--- src/design/rvex_pkg.sv ---
package rvex_pkg;

    // Operation codes.
    localparam logic [4:0] OP_ADD    = 5'd0;
    localparam logic [4:0] OP_SUB    = 5'd1;
    localparam logic [4:0] OP_SLL    = 5'd2;
    localparam logic [4:0] OP_SLT    = 5'd3;
    localparam logic [4:0] OP_SLTU   = 5'd4;
    localparam logic [4:0] OP_XOR    = 5'd5;
    localparam logic [4:0] OP_SRL    = 5'd6;
    localparam logic [4:0] OP_SRA    = 5'd7;
    localparam logic [4:0] OP_OR     = 5'd8;
    localparam logic [4:0] OP_AND    = 5'd9;
    localparam logic [4:0] OP_LUI    = 5'd10;
    localparam logic [4:0] OP_AUIPC  = 5'd11;
    localparam logic [4:0] OP_MUL    = 5'd12;
    localparam logic [4:0] OP_MULH   = 5'd13;
    localparam logic [4:0] OP_MULHSU = 5'd14;
    localparam logic [4:0] OP_MULHU  = 5'd15;
    localparam logic [4:0] OP_DIV    = 5'd16;
    localparam logic [4:0] OP_DIVU   = 5'd17;
    localparam logic [4:0] OP_REM    = 5'd18;
    localparam logic [4:0] OP_REMU   = 5'd19;
    localparam logic [4:0] OP_BEQ    = 5'd20;
    localparam logic [4:0] OP_BNE    = 5'd21;
    localparam logic [4:0] OP_BLT    = 5'd22;
    localparam logic [4:0] OP_BGE    = 5'd23;
    localparam logic [4:0] OP_BLTU   = 5'd24;
    localparam logic [4:0] OP_BGEU   = 5'd25;
    localparam logic [4:0] OP_JAL    = 5'd26;
    localparam logic [4:0] OP_JALR   = 5'd27;

    localparam int XLEN = 32;
    localparam int QUEUE_DEPTH = 4;

    // Unit class chosen by the front end.
    localparam logic [1:0] CLS_ALU = 2'd0;
    localparam logic [1:0] CLS_MUL = 2'd1;
    localparam logic [1:0] CLS_DIV = 2'd2;

    // Classified instruction handed from the front to the back.
    typedef struct packed {
        logic [1:0]      cls;
        logic [4:0]      op;
        logic [XLEN-1:0] a;
        logic [XLEN-1:0] b;
        logic [XLEN-1:0] alu_value;
        logic            taken;
        logic [XLEN-1:0] target;
    } t_item;

endpackage

--- src/design/rv32im_execute_alu_muldiv_branch_core.sv ---
// RV32IM execute unit. ALU, shift, compare, branch and jump instructions, and
// multiplies, flow at one beat per cycle when no output stall or divide holds
// them, through the queue, the stage register and the output register. A
// divide or remainder runs in a radix-2 iterative divider, one quotient bit
// per cycle; the next beat leaves the queue only once the divide result has
// moved on to the output register. Meanwhile up to P_QUEUE_DEPTH beats (four by
// default) are still taken into the queue. Results leave in input order.
module rv32im_execute_alu_muldiv_branch_core
    import rvex_pkg::*;
#(
    parameter int P_QUEUE_DEPTH = QUEUE_DEPTH
) (
    input  logic            i_clk,
    input  logic            i_rst_n,
    input  logic            i_valid,
    output logic            o_stall,
    input  logic [4:0]      i_operation,
    input  logic [XLEN-1:0] i_first_operand,
    input  logic [XLEN-1:0] i_second_operand,
    input  logic [XLEN-1:0] i_immediate,
    input  logic [XLEN-1:0] i_program_counter,
    output logic            o_valid,
    input  logic            i_stall,
    output logic [XLEN-1:0] o_result_value,
    output logic            o_branch_taken,
    output logic [XLEN-1:0] o_branch_target
);
    t_item f_item, q_item;
    logic  q_full, q_valid, q_pop;

    rvex_front u_front (
        .i_operation      (i_operation),
        .i_first_operand  (i_first_operand),
        .i_second_operand (i_second_operand),
        .i_immediate      (i_immediate),
        .i_program_counter(i_program_counter),
        .o_item           (f_item)
    );

    assign o_stall = q_full;

    rvex_queue #(.DEPTH(P_QUEUE_DEPTH)) u_queue (
        .i_clk  (i_clk),
        .i_rst_n(i_rst_n),
        .i_push (i_valid && !q_full),
        .i_item (f_item),
        .o_full (q_full),
        .i_pop  (q_pop),
        .o_valid(q_valid),
        .o_item (q_item)
    );

    rvex_back u_back (
        .i_clk          (i_clk),
        .i_rst_n        (i_rst_n),
        .i_valid        (q_valid),
        .i_item         (q_item),
        .o_pop          (q_pop),
        .o_valid        (o_valid),
        .i_stall        (i_stall),
        .o_result_value (o_result_value),
        .o_branch_taken (o_branch_taken),
        .o_branch_target(o_branch_target)
    );
endmodule

--- src/design/rvex_front.sv ---
// Front end: evaluates ALU, compare and branch work combinationally and tags
// multiply and divide instructions for the back end.
module rvex_front
    import rvex_pkg::*;
(
    input  logic [4:0]      i_operation,
    input  logic [XLEN-1:0] i_first_operand,
    input  logic [XLEN-1:0] i_second_operand,
    input  logic [XLEN-1:0] i_immediate,
    input  logic [XLEN-1:0] i_program_counter,
    output t_item           o_item
);
    logic [XLEN-1:0] a, b, sum_pc, link, jtarget;
    logic [4:0]      sh;
    logic            slt, sltu;

    assign a       = i_first_operand;
    assign b       = i_second_operand;
    assign sh      = b[4:0];
    assign slt     = $signed(a) < $signed(b);
    assign sltu    = a < b;
    assign sum_pc  = i_program_counter + i_immediate;
    assign link    = i_program_counter + XLEN'(4);
    assign jtarget = (a + i_immediate) & ~XLEN'(1);

    // Decode and evaluate one instruction.
    always_comb begin
        o_item.cls       = CLS_ALU;
        o_item.op        = i_operation;
        o_item.a         = a;
        o_item.b         = b;
        o_item.alu_value = '0;
        o_item.taken     = 1'b0;
        o_item.target    = sum_pc;
        unique case (i_operation)
            OP_ADD:    o_item.alu_value = a + b;
            OP_SUB:    o_item.alu_value = a - b;
            OP_SLL:    o_item.alu_value = a << sh;
            OP_SLT:    o_item.alu_value = XLEN'(slt);
            OP_SLTU:   o_item.alu_value = XLEN'(sltu);
            OP_XOR:    o_item.alu_value = a ^ b;
            OP_SRL:    o_item.alu_value = a >> sh;
            OP_SRA:    o_item.alu_value = XLEN'($signed(a) >>> sh);
            OP_OR:     o_item.alu_value = a | b;
            OP_AND:    o_item.alu_value = a & b;
            OP_LUI:    o_item.alu_value = i_immediate;
            OP_AUIPC:  o_item.alu_value = sum_pc;
            OP_BEQ:    o_item.taken = (a == b);
            OP_BNE:    o_item.taken = (a != b);
            OP_BLT:    o_item.taken = slt;
            OP_BGE:    o_item.taken = !slt;
            OP_BLTU:   o_item.taken = sltu;
            OP_BGEU:   o_item.taken = !sltu;
            OP_JAL: begin
                o_item.taken     = 1'b1;
                o_item.alu_value = link;
            end
            OP_JALR: begin
                o_item.taken     = 1'b1;
                o_item.alu_value = link;
                o_item.target    = jtarget;
            end
            OP_MUL, OP_MULH, OP_MULHSU, OP_MULHU: o_item.cls = CLS_MUL;
            OP_DIV, OP_DIVU, OP_REM, OP_REMU:     o_item.cls = CLS_DIV;
            default: ;
        endcase
        // A conditional branch reports its condition as the value.
        if (i_operation >= OP_BEQ && i_operation <= OP_BGEU) begin
            o_item.alu_value = XLEN'(o_item.taken);
        end
    end
endmodule

--- src/design/rvex_queue.sv ---
// Small FIFO between front and back; a full queue stalls the input.
module rvex_queue
    import rvex_pkg::*;
#(
    parameter int DEPTH = QUEUE_DEPTH
) (
    input  logic  i_clk,
    input  logic  i_rst_n,
    input  logic  i_push,
    input  t_item i_item,
    output logic  o_full,
    input  logic  i_pop,
    output logic  o_valid,
    output t_item o_item
);
    localparam int AW = (DEPTH > 1) ? $clog2(DEPTH) : 1;

    t_item           r_mem [DEPTH];
    logic [AW-1:0]   r_wr, r_rd;
    logic [AW:0]     r_cnt;

    assign o_full  = (r_cnt == (AW+1)'(DEPTH));
    assign o_valid = (r_cnt != '0);
    assign o_item  = r_mem[r_rd];

    always_ff @(posedge i_clk) begin
        if (i_push) begin
            r_mem[r_wr] <= i_item;
        end
    end

    // Pointer and fill count update.
    always_ff @(posedge i_clk) begin
        if (!i_rst_n) begin
            r_wr  <= '0;
            r_rd  <= '0;
            r_cnt <= '0;
        end else begin
            if (i_push) begin
                r_wr <= (r_wr == AW'(DEPTH - 1)) ? '0 : r_wr + AW'(1);
            end
            if (i_pop) begin
                r_rd <= (r_rd == AW'(DEPTH - 1)) ? '0 : r_rd + AW'(1);
            end
            r_cnt <= r_cnt + (AW+1)'(i_push) - (AW+1)'(i_pop);
        end
    end

    a_no_overflow: assert property (@(posedge i_clk) disable iff (!i_rst_n)
        o_full |-> !i_push) else $error("queue push while full");
    a_no_underflow: assert property (@(posedge i_clk) disable iff (!i_rst_n)
        i_pop |-> o_valid) else $error("queue pop while empty");
    a_cnt_range: assert property (@(posedge i_clk) disable iff (!i_rst_n)
        r_cnt <= (AW+1)'(DEPTH)) else $error("queue count out of range");
endmodule

--- src/design/rvex_back.sv ---
// Back end: a stage register and an output register. Multiplies form the
// full unsigned 32x32 product in stage 1 and apply the signed high-half
// corrections on the way into the output register. Divides and remainders
// run a radix-2 restoring divider, one quotient bit per cycle until all 32 bits
// are formed, and no further beat enters stage 1 until the divide result has moved into
// the output register.
module rvex_back
    import rvex_pkg::*;
(
    input  logic            i_clk,
    input  logic            i_rst_n,
    input  logic            i_valid,
    input  t_item           i_item,
    output logic            o_pop,
    output logic            o_valid,
    input  logic            i_stall,
    output logic [XLEN-1:0] o_result_value,
    output logic            o_branch_taken,
    output logic [XLEN-1:0] o_branch_target
);
    localparam int CW = $clog2(XLEN + 1);

    // Stage 1: registered item and raw unsigned 32x32 product.
    logic            r_v1;
    t_item           r_i1;
    logic [2*XLEN-1:0] r_prod;

    // Divider state.
    logic            r_dbusy;
    logic [CW-1:0]   r_dcnt;
    logic [XLEN-1:0] r_quo, r_rem, r_dvs;
    logic            r_dneg_q, r_dneg_r, r_dspecial;
    logic [XLEN-1:0] r_dspec_val;
    t_item           r_di;
    logic            r_ddone;

    // Output register.
    logic            r_ov;
    logic [XLEN-1:0] r_val, r_tgt;
    logic            r_tk;

    logic adv, s1_load, div_start;
    logic [XLEN-1:0] ma, mb, mulv, divv;
    logic            sgn_a, sgn_b;
    logic [XLEN:0]   trial;

    // Output slot frees when empty or being taken.
    assign adv = !r_ov || !i_stall;

    // Stage 1 accepts a new item when it is empty or will move on, and no divide is busy or done.
    assign s1_load   = (!r_v1 || adv) && !r_dbusy && !r_ddone;
    assign div_start = i_valid && s1_load && (i_item.cls == CLS_DIV);
    assign o_pop     = i_valid && s1_load;

    // Signs and magnitudes for divide.
    assign sgn_a = (i_item.op == OP_DIV || i_item.op == OP_REM) && i_item.a[XLEN-1];
    assign sgn_b = (i_item.op == OP_DIV || i_item.op == OP_REM) && i_item.b[XLEN-1];
    assign ma    = sgn_a ? (XLEN'(0) - i_item.a) : i_item.a;
    assign mb    = sgn_b ? (XLEN'(0) - i_item.b) : i_item.b;

    always_ff @(posedge i_clk) begin
        if (o_pop) begin
            r_i1   <= i_item;
            r_prod <= (2*XLEN)'(i_item.a) * (2*XLEN)'(i_item.b);
        end
    end

    // Stage 1 valid.
    always_ff @(posedge i_clk) begin
        if (!i_rst_n) begin
            r_v1 <= 1'b0;
        end else if (o_pop && !div_start) begin
            r_v1 <= 1'b1;
        end else if (adv && !r_ddone) begin
            r_v1 <= 1'b0;
        end
    end

    // Multiply high corrections from the unsigned product.
    always_comb begin
        case (r_i1.op)
            OP_MUL:    mulv = r_prod[XLEN-1:0];
            OP_MULH:   mulv = r_prod[2*XLEN-1:XLEN]
                             - (r_i1.a[XLEN-1] ? r_i1.b : '0)
                             - (r_i1.b[XLEN-1] ? r_i1.a : '0);
            OP_MULHSU: mulv = r_prod[2*XLEN-1:XLEN] - (r_i1.a[XLEN-1] ? r_i1.b : '0);
            default:   mulv = r_prod[2*XLEN-1:XLEN];
        endcase
    end

    // Restoring divider, one quotient bit per cycle.
    assign trial = {r_rem, r_quo[XLEN-1]} - {1'b0, r_dvs};

    always_ff @(posedge i_clk) begin
        if (div_start) begin
            r_di       <= i_item;
            r_quo      <= ma;
            r_rem      <= '0;
            r_dvs      <= mb;
            r_dneg_q   <= sgn_a ^ sgn_b;
            r_dneg_r   <= sgn_a;
            r_dspecial <= (i_item.b == '0);
            r_dspec_val <= (i_item.op == OP_DIV || i_item.op == OP_DIVU) ? '1 : i_item.a;
        end else if (r_dbusy) begin
            if (!trial[XLEN]) begin
                r_rem <= trial[XLEN-1:0];
                r_quo <= {r_quo[XLEN-2:0], 1'b1};
            end else begin
                r_rem <= {r_rem[XLEN-2:0], r_quo[XLEN-1]};
                r_quo <= {r_quo[XLEN-2:0], 1'b0};
            end
        end
    end

    always_ff @(posedge i_clk) begin
        if (!i_rst_n) begin
            r_dbusy <= 1'b0;
            r_ddone <= 1'b0;
            r_dcnt  <= '0;
        end else if (div_start) begin
            r_dbusy <= 1'b1;
            r_dcnt  <= CW'(XLEN);
        end else if (r_dbusy) begin
            r_dcnt <= r_dcnt - CW'(1);
            if (r_dcnt == CW'(1)) begin
                r_dbusy <= 1'b0;
                r_ddone <= 1'b1;
            end
        end else if (r_ddone && adv) begin
            r_ddone <= 1'b0;
        end
    end

    // Signed fixups and divide-by-zero results; overflow falls out of the magnitude arithmetic.
    always_comb begin
        if (r_dspecial) begin
            divv = r_dspec_val;
        end else if (r_di.op == OP_DIV || r_di.op == OP_DIVU) begin
            divv = r_dneg_q ? (XLEN'(0) - r_quo) : r_quo;
        end else begin
            divv = r_dneg_r ? (XLEN'(0) - r_rem) : r_rem;
        end
    end

    // Output register: a finished divide wins over stage 1, which waits.
    always_ff @(posedge i_clk) begin
        if (!i_rst_n) begin
            r_ov <= 1'b0;
        end else if (adv) begin
            r_ov <= r_ddone || r_v1;
        end
    end

    always_ff @(posedge i_clk) begin
        if (adv) begin
            if (r_ddone) begin
                r_val <= divv;
                r_tk  <= r_di.taken;
                r_tgt <= r_di.target;
            end else begin
                r_val <= (r_i1.cls == CLS_MUL) ? mulv : r_i1.alu_value;
                r_tk  <= r_i1.taken;
                r_tgt <= r_i1.target;
            end
        end
    end

    assign o_valid         = r_ov;
    assign o_result_value  = r_val;
    assign o_branch_taken  = r_tk;
    assign o_branch_target = r_tgt;

    a_hold: assert property (@(posedge i_clk) disable iff (!i_rst_n)
        r_ov && i_stall |=> r_ov && $stable(r_val)) else $error("output changed");
    a_div_excl: assert property (@(posedge i_clk) disable iff (!i_rst_n)
        !(r_dbusy && r_ddone)) else $error("divider busy and done");
    a_no_pop_busy: assert property (@(posedge i_clk) disable iff (!i_rst_n)
        r_dbusy |-> !o_pop) else $error("accepted during divide");
endmodule
--- config.mk ---
export PLATFORM = sky130hd
export DESIGN_NAME = rv32im_execute_alu_muldiv_branch_core
export DESIGN_NICKNAME = d
export VERILOG_FILES = /design/src/design/rvex_pkg.sv /design/src/design/rv32im_execute_alu_muldiv_branch_core.sv /design/src/design/rvex_front.sv /design/src/design/rvex_queue.sv /design/src/design/rvex_back.sv
export SDC_FILE = /design/constraint.sdc
export NUM_CORES = 2
export LEC_CHECK = 0
export BUFFER_PORTS_ARGS = -buffer_cell sky130_fd_sc_hd__buf_2
export CAP_MARGIN = 10
export CELL_PAD_IN_SITES_DETAIL_PLACEMENT = 1
export CELL_PAD_IN_SITES_GLOBAL_PLACEMENT = 2
export CORE_MARGIN = 2
export CORE_UTILIZATION = 25
export CTS_CLUSTER_SIZE = 16
export DETAILED_ROUTE_END_ITERATION = 10
export PLACE_DENSITY = 0.53
export SLEW_MARGIN = 20
export SYNTH_ARGS = -nofsm -noshare
export SYNTH_HDL_FRONTEND = slang
export SYNTH_HIERARCHICAL = 1
export SYNTH_SLANG_ARGS = --single-unit
--- constraint.sdc ---
create_clock -name i_clk -period 50.4 [get_ports i_clk]
set_input_delay 15.12 -clock i_clk [delete_from_list [all_inputs] [get_ports i_clk]]
set_output_delay 15.12 -clock i_clk [all_outputs]
set_load 0.1 [all_outputs]
# Word-level counts from Yosys, hierarchy flattened
# Memory sizes are Yosys's and may differ from the RTL's. A register that Yosys moved wholly into a read port is not among the register bits.
# Index checks and enable logic that the tools add are counted.
# Widths: inputs -> output; s select.
# op_classes
reduce_logical,37
n_shift,3
addsub,17
bitwise_logic,6
muxes,38
eq_ne,44
n_lt_le_gt_ge,4
mul,1
# ops
operator,n
$mux 32,16
$pmux 32 s13,1
$sub 1x32->32 const A,4
$add 32x32->32,3
$pmux 32 s3,1
$sub 32x32->32,3
$eq 5x5->1 const B,17
$lt 32x32->1,2
$mul 32x32->64,1
$eq 5x4->1 const B,11
$sub 33x32->33,1
$add 32x3->32 const B,1
$and 32x32->32,1
$eq 32x32->1,1
$logic_not 32->1,1
$ne 32x32->1,1
$or 32x32->32,1
$shl 32x5->32,1
$shr 32x5->32,1
$sshr 32x5->32,1
$xor 32x32->32,1
$eq 5x3->1 const B,4
$mux 1,12
$mux 6,2
27 further kinds,62
# totals
elab_cells,181
out_inout_bits,67
ramBits,544
reg_bits,451
in_bits,137
mem_count,1
# memory_table
memory,depth,width,read_ports,rd_clocked_by_memory_dff,write_ports,line_no,source
u_queue.r_mem,4,136,1,1,1,rvex_queue.sv:18,t_item r_mem [DEPTH];

# Longest topological paths before layout
# logic_depth
ltp_word,10
ltp_mapped,34
depth_no_buf,29

# Hierarchy
# The synthesis kept the hierarchy.
# by_module_without_submodules
module,instances,area_each_um2,cells_per_inst,seq_area_each_um2
rvex_back,1,57492.6,5961,12882.4
rvex_queue,1,20045.5,754,16515.8
rvex_front,1,13581.8,2100,0.0
rv32im_execute_alu_muldiv_branch_core,1,13.8,1,0.0

# Worst setup path before layout
# No wires, ideal clock.
# synth_timing
path_type,input to register
from,in i_stall
to,reg u_back.r_quo[0] (enable)
n_path_buf,1
required_ps,50013
setup_slack_ps,21176
cell_stages,7
t_arrival_ps,28836
path_cell_list,and2_1 > a21oi_1 > nand3b_1 > clkinv_1 > nor2_1 > clkbuf_1 > inv_1
# synth_via
elab_chain_cells,8
# synth_rtl
item,line_no,source
from (decl),rv32im_execute_alu_muldiv_branch_core.sv:23,"input logic i_stall,"
$logic_not 1->1,rvex_back.sv:48,assign adv = !r_ov || !i_stall;
$logic_or 1x1->1,rvex_back.sv:48,
$logic_or 1x1->1,rvex_back.sv:51,assign s1_load = (!r_v1 || adv) && !r_dbusy && !r_ddone;
$logic_and 1x1->1 (2 in a row),rvex_back.sv:51,
$logic_and 1x1->1,n/a,
net q_pop,rv32im_execute_alu_muldiv_branch_core.sv:29,"logic q_full, q_valid, q_pop;"
$logic_and 1x1->1,rvex_back.sv:52,assign div_start = i_valid && s1_load && (i_item.cls == CLS_DIV);
net u_back.div_start,rvex_back.sv:42,"logic adv, s1_load, div_start;"
$reduce_bool 2->1 (no line),n/a,
to (signal assigned),rvex_back.sv:97,r_quo <= ma;
to (signal assigned),rvex_back.sv:107,"r_quo <= {r_quo[XLEN-2:0], 1'b1};"
to (signal assigned),rvex_back.sv:110,"r_quo <= {r_quo[XLEN-2:0], 1'b0};"
to (decl),rvex_back.sv:31,"logic [XLEN-1:0] r_quo, r_rem, r_dvs;"
# The timed path passes the listed nets, and every way through them passes these cells.
# A chain may end at the register's enable or synchronous reset.

==> results.py <==
metrics = {
    "outcome": {
        "outcome": "complete, no violations",
    },
    "critical_path": {
        "rrSetupSlack_ps": 38770,
        "start_kind": "input port",
        "crit_chain": "buf_4, inv_2, buf_4, ha_1, nor2_1, o211ai_1, a2111oi_0, o21ai_1, nor4_1, o31a_1, o41a_1, a2111oi_0, o21a_1, o31ai_1",
        "reg2reg_to": "u_back/r_prod[44]",
        "cpMaxStageDelayCell": "a2111oi_0",
        "max_stage_delay_ps": 800,
        "r2r_cells": 28,
        "crit_arrival_ps": 20150,
        "setup.worst_path.class": "in -> reg",
        "required_ps": 50930,
        "path_max_fanout": 37,
        "end_kind": "register",
    },
    "sta": {
        "period_minus_slack_ps": 19620,
        "post-route-period-util_pct": 38.9,
        "max_slew.worst_pin.slew_ps": 1280,
        "totalNegativeSetupSlack_ps": 0,
        "max_slew_margin_pct": 14.6,
        "rsz0062_at_grt": "false",
        "slew_violations": 0,
        "fmax_mhz": 51.0,
        "finalSetupViolCount": 0,
        "skew_ps": 86.1,
        "finalHoldViolCount": 0,
    },
    "detailed_routing": {
        "final_antenna_net_count": 0,
        "routedWlPerCell_um": 27.8,
        "drt-initial-drc-count": 4234,
        "drtPass1Iterations": 5,
        "drc": 0,
        "totalWireLength_um": 379000,
        "dr_total_vias": 66800,
        "via_per_inst": 4.90,
    },
    "floorplan": {
        "start_util_pct": 25.1,
        "rows": 221,
        "die_area_um2": 369000,
        "coreArea_um2": 363000,
        "io_pins": 204,
        "fp.dieW_um": 608,
        "chipHeight_um": 608,
    },
    "place": {
        "dpl.hpwl_um": 297000,
        "portBuffers": 203,
        "gp_congestion": 0.937,
    },
    "clocking": {
        "cts_max_path_buffers": 3,
        "cts-root-buf": "clkbuf_16",
        "cts.sinks": 996,
        "clk_latency_ps": 800,
        "cts_tree": "done",
        "clk_pin_slew_ps": 60,
        "postCtsHoldBufs": 0,
        "post_cts_resized": 0,
        "cts_made_buffers": 110,
        "post_cts_buffers": 0,
        "cts_max_level": 3,
    },
    "min_path": {
        "holdPathStages": 1,
        "hold_end": "u_back/o_branch_target[21]",
        "min-delay-start": "u_back/r_di[21]",
        "hold_class": "reg -> reg",
    },
    "global_route": {
        "grt_max_degree": 110,
        "antenna_found_initial": 48,
        "grt_pass1_wl_um": 543000,
        "gr-total-overflow": 0,
        "grtUsageTotal_pct": 20.3,
        "grt_pass1_vias": 72500,
    },
    "flow_run": {
        "cap_violations": 0,
    },
    "yosys": {
        "synth_fp_nets": 10400,
        "yosys.cell_count.top_type": "inv_1",
        "synth_warnings": 6,
        "async_flop_share_pct": 0,
        "synth_area_um2": 91100,
        "ys.flop_type": "edfxtp_1",
        "synth-edff-count": 945,
        "syn_inst": 8816,
        "yosysTopAreaCellShare_pct": 31.1,
        "synth_area_leaders": "edfxtp_1, fa_1, ha_1, inv_1, and2_1",
        "syn-mean-instance-area_um2": 10.3,
        "ys_ff_latch": 996,
        "ys_top_cells_by_count": "inv_1, nand2_1, edfxtp_1",
        "synth_top_area_cell": "edfxtp_1",
        "synth_seq_area_share_pct": 32.3,
        "synthDistinctLibCells": 100,
    },
    "cells_and_area": {
        "drive_above_1_share_pct": 9.61,
        "synthToLayoutAreaGrowth_pct": 10.8,
        "finalNetCount": 10300,
    },
}
==> cell families after synthesis <==
| family | Yosys count | share of synthesized area [%] |
|---|---|---|
| multiplexers | 281 | 5.18 |
| AND/OR/NAND/NOR | 2489 | 13.3 |
| flip-flops | 996 | 32.3 |
| AO/OA/AOI/OAI | 1592 | 11.3 |
| XOR/XNOR | 378 | 3.65 |
| buffers and inverters | 1643 | 7.17 |
| adder cells (fa/ha/maj) | 1437 | 27.2 |
==> cells in the final DEF, fill, tap and decap left out, types with 83 or more instances in the layout <==
cell and count:
a211oi_1 87, a21o_1 116, a21oi_1 423, and2_1 597, buf_2 201, buf_4 162
clkbuf_16 110, edfxtp_1 945, fa_1 904, ha_1 533, inv_1 1068, mux2i_1 85
mux4_2 147, nand2_1 972, nand3_1 86, nor2_1 397, nor3_1 83, o21ai_0 403
xnor2_1 254, xor2_1 122
==> sequential cells by signal, summed over array words and instances (netlist names), named ones only <==
name and cells:
u_back/r_dcnt 6, u_back/o_result_value 32, u_back/r_dbusy 1, u_back/r_di 37, u_back/r_v1 1, u_back/r_ddone 1, u_back/r_rem 32, u_back/r_dspec_val 32
u_back/o_branch_target 32, u_queue/r_mem 544, u_back/r_prod 64, u_queue/r_cnt 3, u_back/r_dneg_r 1, u_back/r_dneg_q 1, u_queue/r_wr 2, u_back/o_branch_taken 1
u_back/r_dvs 32, u_back/r_dspecial 1, u_back/r_quo 32, u_queue/r_rd 2, u_back/r_i1 136, u_back/o_valid 1
==> critical path, delay by kind of cell <==
kind                       cells  cell delay, ps
AOI/OAI and AO/OA              8            2690
adders and majority gates      1             450
buffers and inverters          3             740
and+or+nand+nor                2            1090
==> final cells by class <==
type	instances	area [um^2]
Antenna cell	27	67.6
Clock buffer	129	2820
Clock inverter	74	1020
Fill cell	40700	262000
Inverter	1078	4050
Multi-Input combinational cell	6177	55300
Sequential cell	996	29400
Tap cell	4794	6000
Timing Repair Buffer	367	2300
==> worst max-delay path by stage <==
stage | startpoint | end | slack, ps
final | i_second_operand[3] | u_queue/r_mem[1][60] | 30780
after global routing | i_second_operand[3] | u_queue/r_mem[1][60] | 30420
after CTS | i_second_operand[3] | u_queue/r_mem[0][60] | 30930
after detailed placement | i_second_operand[3] | u_queue/r_mem[0][60] | 30140
after global placement | i_second_operand[3] | u_queue/r_mem[0][60] | 30170
after floorplan | i_stall | u_back/r_quo[0] | 21180
==> per-stage QoR <==
step                setup WS, ps  instance area, um^2  util [%]  hold slack, ps  instances
floorplan                  21180                91100         -             454       8816
CTS                        30930               101000      27.8             465      13600
finish                     30780               101000      27.9             471      13600
detailed placement         30140                97100      26.8             480      13400
global route               30420               101000      27.8             485      13600
global placement           30170                97000      26.8             472      13400
==> metal layers <==
metal	wire (um)	global-route usage (%)
met1	171000	27.3
met2	184000	34.9
met3	13900	1.90
met4	10100	4.92
met5	137	0
Power is left out: the tool's default activity adds up to more than one toggle a clock period on the data nets, which glitch-free logic cannot reach.
